**config.mk**
```make
export PLATFORM = sky130hd
export DESIGN_NAME = gsa_ram
export DESIGN_NICKNAME = d
export VERILOG_FILES = /design/src/design/gsa_ram.sv
export SDC_FILE = /design/constraint.sdc
export NUM_CORES = 2
export LEC_CHECK = 0
export BUFFER_PORTS_ARGS = -buffer_cell sky130_fd_sc_hd__buf_4
export CAP_MARGIN = 15
export CORE_ASPECT_RATIO = 1.25
export CORE_UTILIZATION = 47
export DETAILED_ROUTE_END_ITERATION = 6
export PLACE_DENSITY = 0.72
export SETUP_SLACK_MARGIN = 0.02
export SYNTH_ARGS = -nofsm -noshare
export SYNTH_HDL_FRONTEND = slang
export SYNTH_SLANG_ARGS = --single-unit
export TNS_END_PERCENT = 5
```
**constraint.sdc**
```tcl
create_clock -name i_clk -period 2.1 [get_ports i_clk]
set_input_delay 0.105 -clock i_clk [delete_from_list [all_inputs] [get_ports i_clk]]
set_output_delay 0.105 -clock i_clk [all_outputs]
set_load 0.005 [all_outputs]
```
**src/design/gsa_ram.sv**
```systemverilog
// ----------------------------------------------------------------------------
// gsa_ram
// Simple dual-port synchronous RAM: one write port, one read port with a
// registered read that holds its data while no read is issued.
// ----------------------------------------------------------------------------
module gsa_ram #(
    parameter int WIDTH = 8,
    parameter int DEPTH = 256
) (
    input  logic                     i_clk,
    input  logic                     i_we,
    input  logic [$clog2(DEPTH)-1:0] i_waddr,
    input  logic [WIDTH-1:0]         i_wdata,
    input  logic                     i_re,
    input  logic [$clog2(DEPTH)-1:0] i_raddr,
    output logic [WIDTH-1:0]         o_rdata
);

    logic [WIDTH-1:0] r_mem [DEPTH];
    logic [WIDTH-1:0] r_rdata;

    always_ff @(posedge i_clk) begin
        if (i_we) begin
            r_mem[i_waddr] <= i_wdata;
        end
        if (i_re) begin
            r_rdata <= r_mem[i_raddr];
        end
    end

    assign o_rdata = r_rdata;

endmodule

```
==> qor.csv <==
metric,value,unit
worst hold path depth,4,
Final Non-Filler Cells,6800,
first-pass GRT wire length,286000,um
Port Buf Inserts,34,
Routed WL,198000,um
die width,370,um
clk_lat worst skew,850,ps
Post-synth ARST share,0,%
ANT nets after route,0,
Via-to-Cell Ratio,6.04,
Syn Inst Count,3733,
"critical path fanouts, max",1,
Cells after DPL,6456,
Clock Path Buffers,3,
Starting Density,47.4,%
DRT iter0 DRCs,5002,
max_slew headroom,46.8,%
Mean Syn Cell Area,21.3,um2
MaxCap Viol Count,0,
top cell type's share of synthesized area,77.5,%
final setup violation count,8,
hold path start,i_waddr[0],
Critical Path End Type,flop,
Layout Skew,29.3,ps
Critical Path Start Type,flop,
CTS tree,built,
Sum Neg Setup Slack,-2950,ps
worst path buffer plus inverter count,1,
Area Growth Syn to Fin,18.3,%
Crit Path Category,flop to flop,
r2r setup slk,-510,ps
core area,168000,um2
initial antenna violation count,11,
via count,41000,
Post-Syn Area,79600,um2
DIE AREA,171000,um2
pre-CTS WS,-1430,ps
violated checks,negative setup slack,
"Critical Path, Cell by Cell",mux4_2 > mux4_2 > nor2_4 > a2111oi_4 > nor3_4 > buf_6 > nor4_4,
syn_nets,3760,
Vert. Die Dim,462,um
Yosys warning count,0,
Leak Pwr,30.5,nW
post-detail-place hpwl,131000,um
Hold/Removal Path Class,input pin to flop,
Worst-path clk slew,70,ps
"CP delay by family, top",multiplexers,
setup slack after layout,-509,ps
largest net degree at the start of global routing,84,
status,finished with violations,
Slew Limit Fails,0,
Max VDD drop,0.000956,V
Reg2Reg Depth,7,
Final min period,2610,ps
htree depth,4,
R2R Path End,o_rdata[2],
RSZ-0062 raised after global routing,yes,
Power Density,892,nW/um2
worst hold endpoint,r_mem[163][2],
r2r startpoint,r_mem[131][2],
grt total ovfl,0,
fin util,56.1,%
number of global-route vias before repair,42100,
clk sink count,2056,
GR Util All Layers,23.2,%
Max Freq,0.383,GHz
layout net count,4467,
CP required,2690,ps
Arrival @ worst endpoint,3200,ps
share of layout cells above drive strength 1,33.0,%
Worst-Margin Slew,796,ps
sequential area share after synthesis,77.5,%
first-pass iteration count of the detailed router,6,
Synth area leader,edfxtp_1,
number of library cell types mapped by synthesis,54,
TritonCTS Buffers,179,
DRC errors left,0,
largest cells by area after synthesis,"edfxtp_1 78%, mux4_2 13%, mux2i_1 1.7%",
Post-synth EDFFs,2056,
DR WL/cell,29.1,um
# rows,168,
number of I/O pins,35,
Seq cells post-synth,2056,
Final Wtd Congestion,0.892,
Pwr Total,84.1,mW
Final period util,124,%
most frequent cell on the critical path,mux4_2,
"slowest stage delay, CP",550,ps
Root Driver,clkbuf_16,
Fin. Hold Viols,0,
CP max stage cell,mux4_2,
ys flop type,edfxtp_1,
final cells by class:
class | instances | area, um2
fillers | 11900 | 73700
flip-flops and latches | 2056 | 61700
multi-input cells | 1442 | 16800
repair buffers | 759 | 6870
clock buffers | 203 | 4590
well taps | 2210 | 2770
clock inverters | 126 | 1470
inverters | 2 | 7.51
diodes | 2 | 5.00
sequential cells by signal, summed over array words and instances (netlist names):
register  cells
o_rdata       8
r_mem      2048
cells in the mapped netlist, drive strengths merged (2+ instances only):
cell	number
edfxtp	2056
mux4	456
nor2	282
mux2i	134
a22oi	133
buf	122
clkbuf	111
a21oi	96
o221ai	47
nand3	34
nand2	33
nor2b	31
o22ai	28
nor4	27
nor3	22
a211oi	16
a221oi	14
o21ai	12
nand4	10
o211ai	10
a22o	8
nand2b	8
and2	6
a2111oi	5
o22a	5
o32ai	5
or2	4
a311oi	2
a31oi	2
and3b	2
nand3b	2
kinds of logic (layout without fill, tap and decap cells):
group	after synthesis	count (layout)	synth area share (%)
AO/OA/AOI/OAI	385	385	3.42
buffers and inverters	235	1090	1.83
flip-flops	2056	2056	77.5
multiplexers	591	591	14.6
other	0	2	0
AND/OR/NAND/NOR	466	466	2.63
layer usage:
metal	track usage, %	share of wire, %	vias up
li1	-	-	17100
met1	28.6	36	21500
met2	40.0	52	1967
met3	4.33	7.8	444
met4	10.1	4.6	14
met5	0	0.057	-
worst max path at each step:
stage,start,to,slack [ps],cells past startpoint
4_1_cts,r_mem[128][4],o_rdata[4],-400,7
5_1_grt,r_mem[131][2],o_rdata[2],-500,7
6_report,r_mem[131][2],o_rdata[2],-510,7
3_5_place_dp,i_raddr[1],o_rdata[2],-1430,11
2_1_floorplan,i_raddr[1],o_rdata[6],4,9
3_3_place_gp,i_raddr[0],o_rdata[4],-1480,10
tightest hold or removal path, cell delays in order:
cell,delay [ps]
buf_4,160
nand3_1,210
nor2_1,60
buf_4,180
stage by stage:
step	hold WS [ps]	area [um2]
after CTS	6.55	94100
after global placement	493	87700
final	51.8	94200
after floorplan	204	79700
after global routing	35.7	94200
after detailed placement	490	87700
repair_timing:
| item | 4_1_cts | 5_1_grt |
|---|---|---|
| setup endpoints to repair | 8 | 8 |
| setup buffers | 0 | 0 |
| pin swaps | 7 | 12 |
| endpoints found under the hold margin | 936 | 0 |
| hold buffers | 15 | 0 |
| cloned | 0 | 0 |
| resized for setup | 35 | 14 |
placed cells by master (no fill, tap or decap), types with 11 or more instances in the layout:
master and instances:
edfxtp_1 2056, buf_4 646, mux4_2 455, nor2_1 276, clkbuf_16 180, mux2i_1 134, a22oi_1 132, a21oi_1 96
buf_12 85, o221ai_1 46, clkinv_1 45, nand3_1 34, nand2_1 33, clkinv_2 31, o22ai_1 28, bufinv_16 28
nor2b_1 27, clkbuf_1 23, nor3_1 17, dlygate4sd3_1 15, nor4_1 14, a211oi_1 11
power by group:
part           leakage (nW)  internal (mW)  switching, mW
clock                  2.94           19.2           14.7
sequential             18.5           45.2         0.0540
combinational          9.06           2.01           2.84
total                  30.5           66.5           17.6
No activity file was read; power rests on OpenSTA's default activity.
